==> src/design/ols_pkg.sv <==
// Shared types, constants and helpers for the octilinear line snap block.
// No dependencies; imported by design/octilinear_line_snap.sv.
package ols_pkg;

    // Coordinates and differences.
    typedef logic signed [30:0] coord_t;
    typedef logic signed [31:0] delta_t;
    typedef logic        [31:0] dmag_t;
    typedef logic signed [32:0] slope_num_t;
    typedef logic signed [50:0] cmp_t;
    typedef logic        [2:0]  dir_t;
    typedef logic        [1:0]  route_mode_t;

    // Route mode register codes; the unused code behaves as free mode.
    localparam route_mode_t MODE_FREE  = 2'd0;
    localparam route_mode_t MODE_SNAP  = 2'd1;
    localparam route_mode_t MODE_BEND  = 2'd2;
    localparam route_mode_t MODE_RESET = MODE_SNAP;

    // Register map: byte address index of each register.
    localparam int          ADDR_W         = 3;
    localparam logic        REG_ROUTE_MODE = 1'b0;

    // Sector borders in Q16: tan 30 (truncated) and tan 60 (rounded).
    localparam logic [16:0] TAN30_Q16 = 17'd37837;
    localparam logic [16:0] TAN60_Q16 = 17'd113512;

    // The eight snap directions, counted clockwise from straight +y.
    localparam dir_t DIR_POS_Y     = 3'd0;
    localparam dir_t DIR_POS_XY    = 3'd1;
    localparam dir_t DIR_POS_X     = 3'd2;
    localparam dir_t DIR_POS_X_NEG = 3'd3;
    localparam dir_t DIR_NEG_Y     = 3'd4;
    localparam dir_t DIR_NEG_XY    = 3'd5;
    localparam dir_t DIR_NEG_X     = 3'd6;
    localparam dir_t DIR_NEG_X_POS = 3'd7;
    localparam dir_t DIR_HALF_TURN = 3'd4;

    // Input stage contents.
    typedef struct packed {
        coord_t ax;
        coord_t ay;
        coord_t cx;
        coord_t cy;
        logic   anchored;
        logic   hide;
        logic   way;
    } in_stage_t;

    // Difference stage contents.
    typedef struct packed {
        coord_t     ax;
        coord_t     ay;
        coord_t     cx;
        coord_t     cy;
        dmag_t      adx;
        dmag_t      ady;
        slope_num_t sdy;
        logic       dx_neg;
        logic       dx_zero;
        logic       dy_pos;
        logic       dy_neg;
        logic       live;
        logic       zero_len;
        logic       way;
    } diff_stage_t;

    // Moves a coordinate by a magnitude; the 31-bit wrap matches the output field.
    function automatic coord_t coord_step(coord_t base, dmag_t amount, logic neg);
        coord_t res;
        if (neg)
        begin
            res = base - coord_t'(amount[30:0]);
        end
        else
        begin
            res = base + coord_t'(amount[30:0]);
        end
        return res;
    endfunction

endpackage

==> src/design/octilinear_line_snap.sv <==
// Octilinear line snap: free, 45-degree snap and two-segment bend of a drawn line.
// Depends on ols_pkg (design/ols_pkg.sv).
// Throughput: one transaction per cycle while out_stall is low;
// the Q16 sector compares sit between the difference and result stages.
// Three registered stages (input, difference, result) each load whenever the next moves.
// Reset clears all stage valid flags and sets route_mode to single 45-degree snap.
module octilinear_line_snap (
    input  logic                       clk,
    input  logic                       rst_n,
    // Configuration port
    input  logic                       psel,
    input  logic                       penable,
    input  logic                       pwrite,
    input  logic [ols_pkg::ADDR_W-1:0] paddr,
    input  logic [31:0]                pwdata,
    output logic [31:0]                prdata,
    output logic                       pready,
    // Input channel
    input  logic                       in_valid,
    output logic                       in_stall,
    input  ols_pkg::coord_t            anchor_x,
    input  ols_pkg::coord_t            anchor_y,
    input  ols_pkg::coord_t            cursor_x,
    input  ols_pkg::coord_t            cursor_y,
    input  logic                       anchored,
    input  logic                       hide,
    input  logic                       way,
    // Output channel
    output logic                       out_valid,
    input  logic                       out_stall,
    output ols_pkg::coord_t            end_x,
    output ols_pkg::coord_t            end_y,
    output logic                       draw,
    output logic                       changed
);
    import ols_pkg::*;

    route_mode_t route_mode_reg;

    logic        in_valid_reg;
    in_stage_t   in_reg;
    logic        diff_valid_reg;
    diff_stage_t diff_reg;
    diff_stage_t diff_next;
    logic        out_valid_reg;
    coord_t      end_x_reg;
    coord_t      end_y_reg;
    logic        draw_reg;
    logic        changed_reg;
    coord_t      end_x_next;
    coord_t      end_y_next;
    logic        draw_next;
    logic        changed_next;

    logic        out_ready;
    logic        diff_ready;
    logic        in_ready;
    logic        cfg_write;

    // Configuration register: written on the access phase, read back as stored.
    assign pready    = 1'b1;
    assign cfg_write = psel && penable && pwrite && pready && (paddr[2] == REG_ROUTE_MODE);

    always_ff @(posedge clk or negedge rst_n)
    begin
        if (!rst_n)
        begin
            route_mode_reg <= MODE_RESET;
        end
        else if (cfg_write)
        begin
            route_mode_reg <= pwdata[1:0];
        end
    end

    always_comb
    begin
        prdata = '0;
        if (paddr[2] == REG_ROUTE_MODE)
        begin
            prdata = {30'd0, route_mode_reg};
        end
    end

    // Each stage loads when it is empty or when its contents move on.
    assign out_ready  = !out_valid_reg || !out_stall;
    assign diff_ready = !diff_valid_reg || out_ready;
    assign in_ready   = !in_valid_reg || diff_ready;
    assign in_stall   = !in_ready;

    // Input register.
    always_ff @(posedge clk or negedge rst_n)
    begin
        if (!rst_n)
        begin
            in_valid_reg <= 1'b0;
        end
        else if (in_ready)
        begin
            in_valid_reg <= in_valid;
        end
    end

    always_ff @(posedge clk)
    begin
        if (in_ready && in_valid)
        begin
            in_reg.ax       <= anchor_x;
            in_reg.ay       <= anchor_y;
            in_reg.cx       <= cursor_x;
            in_reg.cy       <= cursor_y;
            in_reg.anchored <= anchored;
            in_reg.hide     <= hide;
            in_reg.way      <= way;
        end
    end

    // Differences, their magnitudes and the sign-folded slope numerator.
    always_comb
    begin
        delta_t dx;
        delta_t dy;
        dx = delta_t'(in_reg.cx) - delta_t'(in_reg.ax);
        dy = delta_t'(in_reg.cy) - delta_t'(in_reg.ay);
        diff_next.ax       = in_reg.ax;
        diff_next.ay       = in_reg.ay;
        diff_next.cx       = in_reg.cx;
        diff_next.cy       = in_reg.cy;
        diff_next.adx      = dx[31] ? dmag_t'(-dx) : dmag_t'(dx);
        diff_next.ady      = dy[31] ? dmag_t'(-dy) : dmag_t'(dy);
        diff_next.sdy      = dx[31] ? -slope_num_t'(dy) : slope_num_t'(dy);
        diff_next.dx_neg   = dx[31];
        diff_next.dx_zero  = (dx == '0);
        diff_next.dy_pos   = !dy[31] && (dy != '0);
        diff_next.dy_neg   = dy[31];
        diff_next.live     = in_reg.anchored && !in_reg.hide;
        diff_next.zero_len = (dx == '0) && (dy == '0);
        diff_next.way      = in_reg.way;
    end

    always_ff @(posedge clk or negedge rst_n)
    begin
        if (!rst_n)
        begin
            diff_valid_reg <= 1'b0;
        end
        else if (diff_ready)
        begin
            diff_valid_reg <= in_valid_reg;
        end
    end

    always_ff @(posedge clk)
    begin
        if (diff_ready && in_valid_reg)
        begin
            diff_reg <= diff_next;
        end
    end

    // Sector compares against the Q16 borders, then the end or bend point.
    always_comb
    begin
        cmp_t  num;
        cmp_t  lim30;
        cmp_t  lim60;
        dir_t  dir;
        dmag_t mn;
        dmag_t mx;
        logic  x_long;

        num   = cmp_t'(diff_reg.sdy) <<< 16;
        lim30 = cmp_t'(50'(diff_reg.adx) * 50'(TAN30_Q16));
        lim60 = cmp_t'(50'(diff_reg.adx) * 50'(TAN60_Q16));

        dir = DIR_POS_X;
        if (num > lim30)
        begin
            dir = (num > lim60) ? DIR_POS_Y : DIR_POS_XY;
        end
        else if (num < -lim30)
        begin
            dir = (num < -lim60) ? DIR_NEG_Y : DIR_POS_X_NEG;
        end
        // A leftward line turns half way round; the steep case wraps to +y.
        if (diff_reg.dx_neg)
        begin
            dir = dir + DIR_HALF_TURN;
        end
        if (diff_reg.dx_zero)
        begin
            dir = diff_reg.dy_pos ? DIR_POS_Y : DIR_NEG_Y;
        end

        x_long = diff_reg.adx > diff_reg.ady;
        mn     = x_long ? diff_reg.ady : diff_reg.adx;
        mx     = x_long ? diff_reg.adx : diff_reg.ady;

        end_x_next   = '0;
        end_y_next   = '0;
        draw_next    = diff_reg.live;
        changed_next = diff_reg.live && !diff_reg.zero_len;

        if (changed_next)
        begin
            case (route_mode_reg)
                MODE_SNAP:
                begin
                    unique case (dir)
                        DIR_POS_Y:
                        begin
                            end_x_next = diff_reg.ax;
                            end_y_next = coord_step(diff_reg.ay, mx, 1'b0);
                        end
                        DIR_POS_XY:
                        begin
                            end_x_next = coord_step(diff_reg.ax, mn, 1'b0);
                            end_y_next = coord_step(diff_reg.ay, mn, 1'b0);
                        end
                        DIR_POS_X:
                        begin
                            end_x_next = coord_step(diff_reg.ax, mx, 1'b0);
                            end_y_next = diff_reg.ay;
                        end
                        DIR_POS_X_NEG:
                        begin
                            end_x_next = coord_step(diff_reg.ax, mn, 1'b0);
                            end_y_next = coord_step(diff_reg.ay, mn, 1'b1);
                        end
                        DIR_NEG_Y:
                        begin
                            end_x_next = diff_reg.ax;
                            end_y_next = coord_step(diff_reg.ay, mx, 1'b1);
                        end
                        DIR_NEG_XY:
                        begin
                            end_x_next = coord_step(diff_reg.ax, mn, 1'b1);
                            end_y_next = coord_step(diff_reg.ay, mn, 1'b1);
                        end
                        DIR_NEG_X:
                        begin
                            end_x_next = coord_step(diff_reg.ax, mx, 1'b1);
                            end_y_next = diff_reg.ay;
                        end
                        default:
                        begin
                            end_x_next = coord_step(diff_reg.ax, mn, 1'b1);
                            end_y_next = coord_step(diff_reg.ay, mn, 1'b0);
                        end
                    endcase
                end
                MODE_BEND:
                begin
                    // Ties count as y-long.
                    if (!diff_reg.way)
                    begin
                        if (x_long)
                        begin
                            end_x_next = coord_step(diff_reg.cx, diff_reg.ady,
                                                    !diff_reg.dx_neg);
                            end_y_next = diff_reg.ay;
                        end
                        else
                        begin
                            end_x_next = diff_reg.ax;
                            end_y_next = coord_step(diff_reg.cy, diff_reg.adx,
                                                    !diff_reg.dy_neg);
                        end
                    end
                    else
                    begin
                        if (x_long)
                        begin
                            end_x_next = coord_step(diff_reg.ax, diff_reg.ady,
                                                    diff_reg.dx_neg);
                            end_y_next = diff_reg.cy;
                        end
                        else
                        begin
                            end_x_next = diff_reg.cx;
                            end_y_next = coord_step(diff_reg.ay, diff_reg.adx,
                                                    diff_reg.dy_neg);
                        end
                    end
                end
                default:
                begin
                    end_x_next = diff_reg.cx;
                    end_y_next = diff_reg.cy;
                end
            endcase
        end
    end

    // Result register.
    always_ff @(posedge clk or negedge rst_n)
    begin
        if (!rst_n)
        begin
            out_valid_reg <= 1'b0;
        end
        else if (out_ready)
        begin
            out_valid_reg <= diff_valid_reg;
        end
    end

    always_ff @(posedge clk)
    begin
        if (out_ready && diff_valid_reg)
        begin
            end_x_reg   <= end_x_next;
            end_y_reg   <= end_y_next;
            draw_reg    <= draw_next;
            changed_reg <= changed_next;
        end
    end

    assign out_valid = out_valid_reg;
    assign end_x     = end_x_reg;
    assign end_y     = end_y_reg;
    assign draw      = draw_reg;
    assign changed   = changed_reg;

    // A new point is only reported on a drawn outline.
    a_changed_needs_draw: assert property (@(posedge clk) disable iff (!rst_n)
        out_valid |-> (!changed || draw))
        else $error("changed set without draw");

    // A transaction that is not a new point carries a zero point.
    a_no_point_is_zero: assert property (@(posedge clk) disable iff (!rst_n)
        (out_valid && !changed) |-> (end_x == '0 && end_y == '0))
        else $error("end point not zero without a change");

    // The input side is held off only when a full pipeline waits on the output.
    a_stall_only_when_full: assert property (@(posedge clk) disable iff (!rst_n)
        in_stall |-> (out_valid && out_stall && in_valid_reg && diff_valid_reg))
        else $error("input stalled while the pipeline has room");

endmodule
==> config.mk <==
export PLATFORM = sky130hd
export DESIGN_NAME = octilinear_line_snap
export DESIGN_NICKNAME = d
export VERILOG_FILES = /design/src/design/ols_pkg.sv /design/src/design/octilinear_line_snap.sv
export SDC_FILE = /design/constraint.sdc
export NUM_CORES = 2
export LEC_CHECK = 0
export ABC_AREA = 0
export ABC_CLOCK_PERIOD_IN_PS = 15200
export CAP_MARGIN = 0
export CORE_ASPECT_RATIO = 0.9
export CORE_MARGIN = 1.5
export CORE_UTILIZATION = 60
export CTS_CLUSTER_SIZE = 40
export DETAILED_ROUTE_END_ITERATION = 12
export DONT_BUFFER_PORTS = 1
export HOLD_SLACK_MARGIN = 0.08
export PLACE_DENSITY = 0.83
export SYNTH_ARGS = -nofsm -noshare
export SYNTH_HDL_FRONTEND = slang
export SYNTH_SLANG_ARGS = --single-unit
==> constraint.sdc <==
create_clock -name clk -period 15.2 [get_ports clk]
set_input_delay 3.04 -clock clk [delete_from_list [all_inputs] [get_ports clk]]
set_output_delay 3.04 -clock clk [all_outputs]
set_load 0.02 [all_outputs]
# Yosys cells after proc, flatten, opt, wreduce, memory -nomap -nowiden
# Index checks and enable logic that the tools add are counted.
# totals
register_bits,424
latchBits,0
ram_bits,0
rom_bits,0
output_inout_bits,99
mem_count,0
# classes
add_sub_neg,24
multipliers,2
n_div,0
magnitude_cmp,5
eq_ne,8
shifts,0
mux,27
bitwise,1
reduce_logical,29
# ops
cell,count
$mux 31,14
$add 31x31->31,8
$pmux 31 s4,2
$sub 31x31->31,8
$pmux 31 s2,2
$lt 49x51->1,2
$logic_not 32->1,2
$neg 32->32,2
$sub 31x31->32,2
$neg 48->51,1
$neg 49->51,1
$gt 49x50->1,1
$gt 49x49->1,1
$mul 32x16->48 const B,1
$mul 32x14->46 const B,1
$mux 33,1
$neg 32->33,1
$gt 32x32->1,1
$reduce_bool 32->1,1
$mux 3,6
$logic_and 1x1->1,10
$eq 3x3->1 const B,3
$logic_not 1->1,8
$reduce_or 2->1,4
other kinds (10),13

# Depth between registers and ports, before layout
# depth
ltp_word,13
mapped_depth,64
depth_no_buf,60

# Least setup slack after synthesis
# Ideal clock, no wire load.
# synth_path
kind,reg-to-reg
from,register diff_reg[77] (netlist name)
to,"register end_y_reg[30], in the netlist end_y[30], data pin"
t_arrival_ns,14.626
required_time_ns,15.067
setup_slack_ns,0.441
stages_incl_launch_ff,63
synth_period_minus_slack_ns,14.759
cell_sequence,edfxtp_1 clkbuf_1 inv_1 fa_1 inv_1 ha_1 fa_1 inv_1 fa_1 inv_1 fa_1 inv_1 fa_1 inv_1 ha_1 a2111o_1 nor3b_1 o21ai_0 (+27 left out) buf_2 a221oi_1 fa_1 a21o_1 a211oi_1 o21bai_1 a21o_1 a21o_1 a31oi_1 o31a_1 a31oi_1 a211oi_1 o21bai_1 a211o_1 or4_1 a211oi_1 a31oi_1 nand2_1
# synth_via
elab_chain_len,13
word_cells_on_any_way,41
cone_classes,add/sub (11); mul (2); order compare (5); eq/ne (5); mux (15); reduce/logical (3)
# synth_lines
item,line,source
"start, declared",octilinear_line_snap.sv:43,diff_stage_t diff_reg;
"start signal, assigned",octilinear_line_snap.sv:157,diff_reg <= diff_next;
$mul 32x14->46,octilinear_line_snap.sv:174,lim60 = cmp_t'(50'(diff_reg.adx) * 50'(TAN60_Q16));
$neg 49->51,octilinear_line_snap.sv:183,dir = (num < -lim60) ? DIR_NEG_Y : DIR_POS_X_NEG;
$lt 49x51->1,octilinear_line_snap.sv:183,
$mux 3,octilinear_line_snap.sv:183,
$mux 3,octilinear_line_snap.sv:181,else if (num < -lim30)
$mux 3,octilinear_line_snap.sv:177,if (num > lim30)
$add 3x3->3,octilinear_line_snap.sv:188,dir = dir + DIR_HALF_TURN;
$mux 3,octilinear_line_snap.sv:186,if (diff_reg.dx_neg)
$mux 3,octilinear_line_snap.sv:190,if (diff_reg.dx_zero)
$eq 3x3->1 / $eq 3x2->1 (equally long branches),octilinear_line_snap.sv:209,unique case (dir)
$reduce_or 2->1 (no source line),n/a,
$pmux 31 s4,octilinear_line_snap.sv:209,
$pmux 31 s2 (*),octilinear_line_snap.sv:206,case (route_mode_reg)
"end signal, assigned",octilinear_line_snap.sv:313,end_y_reg <= end_y_next;
"end, declared",octilinear_line_snap.sv:47,coord_t end_y_reg;
# Mark *: on every way between the ends. The rest lies on a longest branch, timed or not.
# A chain may end at the register's enable or synchronous reset.

# Worst setup path after layout
# layout_path
from,register diff_reg[89] (netlist name)
to,"register end_y_reg[27], in the netlist end_y[27], data pin"
# Same word-level chain as after synthesis.

==> flow_summary.ini <==
[setup_path]
crit_path_start_kind = flip-flop
required_ps = 15580
crit_path_end_kind = flip-flop
crit_type = reg -> reg
path_buf_inv = 14
max_stage_delay_ps = 580
crit_path_frequent_cell = buf_4
path_delay_family = compound AO/OA/AOI/OAI gates
critPathMaxFanout = 5
cp.arrival_ps = 15320
cp_slowest_cell = fa_1

[detailed_routing]
wl_met2_um = 83500
route.met3.wl_um = 26600
drc = 0
top_layer = met5
num_vias = 53700
routedWlPerCell_um = 24.1
vias_per_cell = 6.38
ant_nets = 0
m1WireLength_um = 81200
drt_iter0_markers = 7172
drtPass1Iterations = 6
wl_um = 203000

[clock_network]
insertion_delay_ps = 640
path_clk_slew_ps = 80
clock-sinks = 423
cts_buffer_depth = 3
holdBufCountCts = 0
cts-buffers-inserted = 46
clock-root-buffer = clkbuf_16
cts_tree = built
htreeDepth = 2

[floorplanning]
io_pins = 268
dieArea_mm2 = 0.100
fp.dieH_um = 300
rows = 108
core_area_mm2 = 0.0969
initial_utilization_pct = 60.9
die_x_um = 334

[run]
drv_cap = 0

[yosys]
synth_seq_cells = 423
syn_avg_cell_area_um2 = 8.96
async_flop_share_pct = 1.18
synth.area.top_cells = edfxtp_1 (21%), ha_1 (17%), fa_1 (13%)
synth_edf_count = 418
ys_types = 106
synthCells = 6584
synthFlopType = edfxtp_1
synth_top_area_share_pct = 21.3
yosysWarnings = 0
yosysSeqAreaShare_pct = 21.5
syn-cell-area_mm2 = 0.0590
yosysTopAreaCell = edfxtp_1

[timing]
hold_viol = 0
final_period_minus_worst_setup_slack_ps = 14940
slew_viol_final = 0
finalSetupViolations = 0
fmax_mhz = 67.0
tightest_slew_ps = 1260
slew-limit-headroom_pct = 15.4
period_share_pct = 98.3
final.setup_skew_ps = 35.3

[cells_and_area]
mostFrequentLayoutCell = inv_1
largest_reg_flops = 226
syn2layout_area_growth_pct = 13.7
nNetsFinal = 8475
drive_gt1_share_pct = 13.9
layout_common_cells = inv_1 (918), ha_1 (777), buf_4 (634)
fill_cells = 7398
finalCoreUtilization_pct = 69.2
antennaDiodeCount = 0

[worst_hold_path]
hold_class = reg -> reg

[global_routing]
grt_overflow = 0
grt_usage_pct = 39.4
grt_pass1_vias = 50900
grt_max_degree = 96
antenna_found_initial = 3
grt_pass1_wl_um = 301000

[run_status]
status = finished, final reports clean

[placed_design]
portBuffers = 0
hpwl_um = 164000
gp_congestion = 1.05
[worst reg2reg max path, delay by kind of cell (launching register included)]
kind,cells,cell delay (ps)
AO/OA/AOI/OAI,26,4900
XOR/XNOR,3,540
adder cells (fa/ha/maj),9,3900
buffers and inverters,14,2090
flip-flops,1,430
AND/OR/NAND/NOR,11,2800
[metal layers]
metal	GRT usage [%]	vias up
li1	-	24200
met1	55.7	25600
met2	56.6	3372
met3	9.30	569
met4	19.4	4
met5	0	-
[cell usage after synthesis (24+ instances only)]
| cell type | instances |
|---|---|
| inv_1 | 932 |
| o21bai_1 | 44 |
| and2_1 | 30 |
| a221oi_1 | 43 |
| nor2_1 | 472 |
| o21a_1 | 58 |
| o21ai_0 | 319 |
| o211ai_1 | 66 |
| nor4_1 | 32 |
| buf_4 | 31 |
| a21oi_1 | 453 |
| mux4_2 | 41 |
| xnor2_1 | 383 |
| fa_1 | 388 |
| a31oi_1 | 68 |
| edfxtp_1 | 418 |
| nand2_1 | 438 |
| ha_1 | 797 |
| nand2b_1 | 69 |
| o22ai_1 | 24 |
| nand3_1 | 117 |
| o31ai_1 | 24 |
| nand4_1 | 68 |
| a211oi_1 | 50 |
| nor2b_1 | 61 |
| and3_1 | 68 |
| xor2_1 | 173 |
| mux2i_1 | 25 |
| or3_1 | 51 |
| nor3_1 | 146 |
| a21o_1 | 158 |
| or2_2 | 24 |
| clkbuf_1 | 128 |
[cell type report]
| cell class | instances | area (um2) | share of cell area (%) |
|---|---|---|---|
| Inverter | 937 | 3530 | 5.26 |
| Multi-Input combinational cell | 5064 | 42900 | 63.9 |
| Timing Repair Buffer | 649 | 4970 | 7.41 |
| Clock inverter | 28 | 243 | 0.362 |
| Sequential cell | 423 | 12700 | 18.9 |
| Clock buffer | 56 | 1200 | 1.79 |
| Tap cell | 1265 | 1580 | 2.36 |
[path summary, 6_finish.rpt]
kind,start,to,slack (ps),cells past startpoint
max,diff_reg[89],end_y[27],260,63
min,diff_next[0],diff_reg[0],440,0
max reg2reg,diff_reg[89],end_y[27],260,63
min reg2reg,diff_next[0],diff_reg[0],440,0
max in group asynchronous,rst_n,route_mode_reg[0],12910,0
min in group asynchronous,rst_n,diff_valid_reg,2120,0
[stage by stage]
step | hold WS, ps | cells | cell area [um2] | setup TNS [ps] | setup WS [ps]
detailed placement | 426 | 8300 | 64600 | -3150 | -635
CTS | 442 | 8388 | 66100 | -49.9 | -49.9
floorplan | 400 | 6613 | 59100 | 0 | 441
global route | 454 | 8422 | 67100 | -632 | -172
global placement | 401 | 8300 | 64600 | -1310 | -342
finish | 441 | 8422 | 67100 | 0 | 265
[timing repair]
| action | in CTS | in global routing |
|---|---|---|
| setup buffers | 4 | 34 |
| pin swaps | 6 | 104 |
| endpoints found under the setup margin | 15 | 32 |
| resized for setup | 15 | 168 |
| gates cloned | 0 | 0 |
[kinds of logic (layout without fill, tap and decap cells)]
family,Yosys count,in the layout,synth area share (%)
AOI/OAI and AO/OA,1539,1539,16.8
xor gates and xnor gates,556,556,8.25
adders and majority gates,1185,1185,30.1
buffers and inverters,1126,1670,7.39
DFF,423,423,21.5
muxes,79,79,2.25
other,2,31,0.0127
and+or+nand+nor,1674,1674,13.7
Power is not shown: default switching activity piles up to over one toggle a cycle in this logic, so the estimate is an artifact.
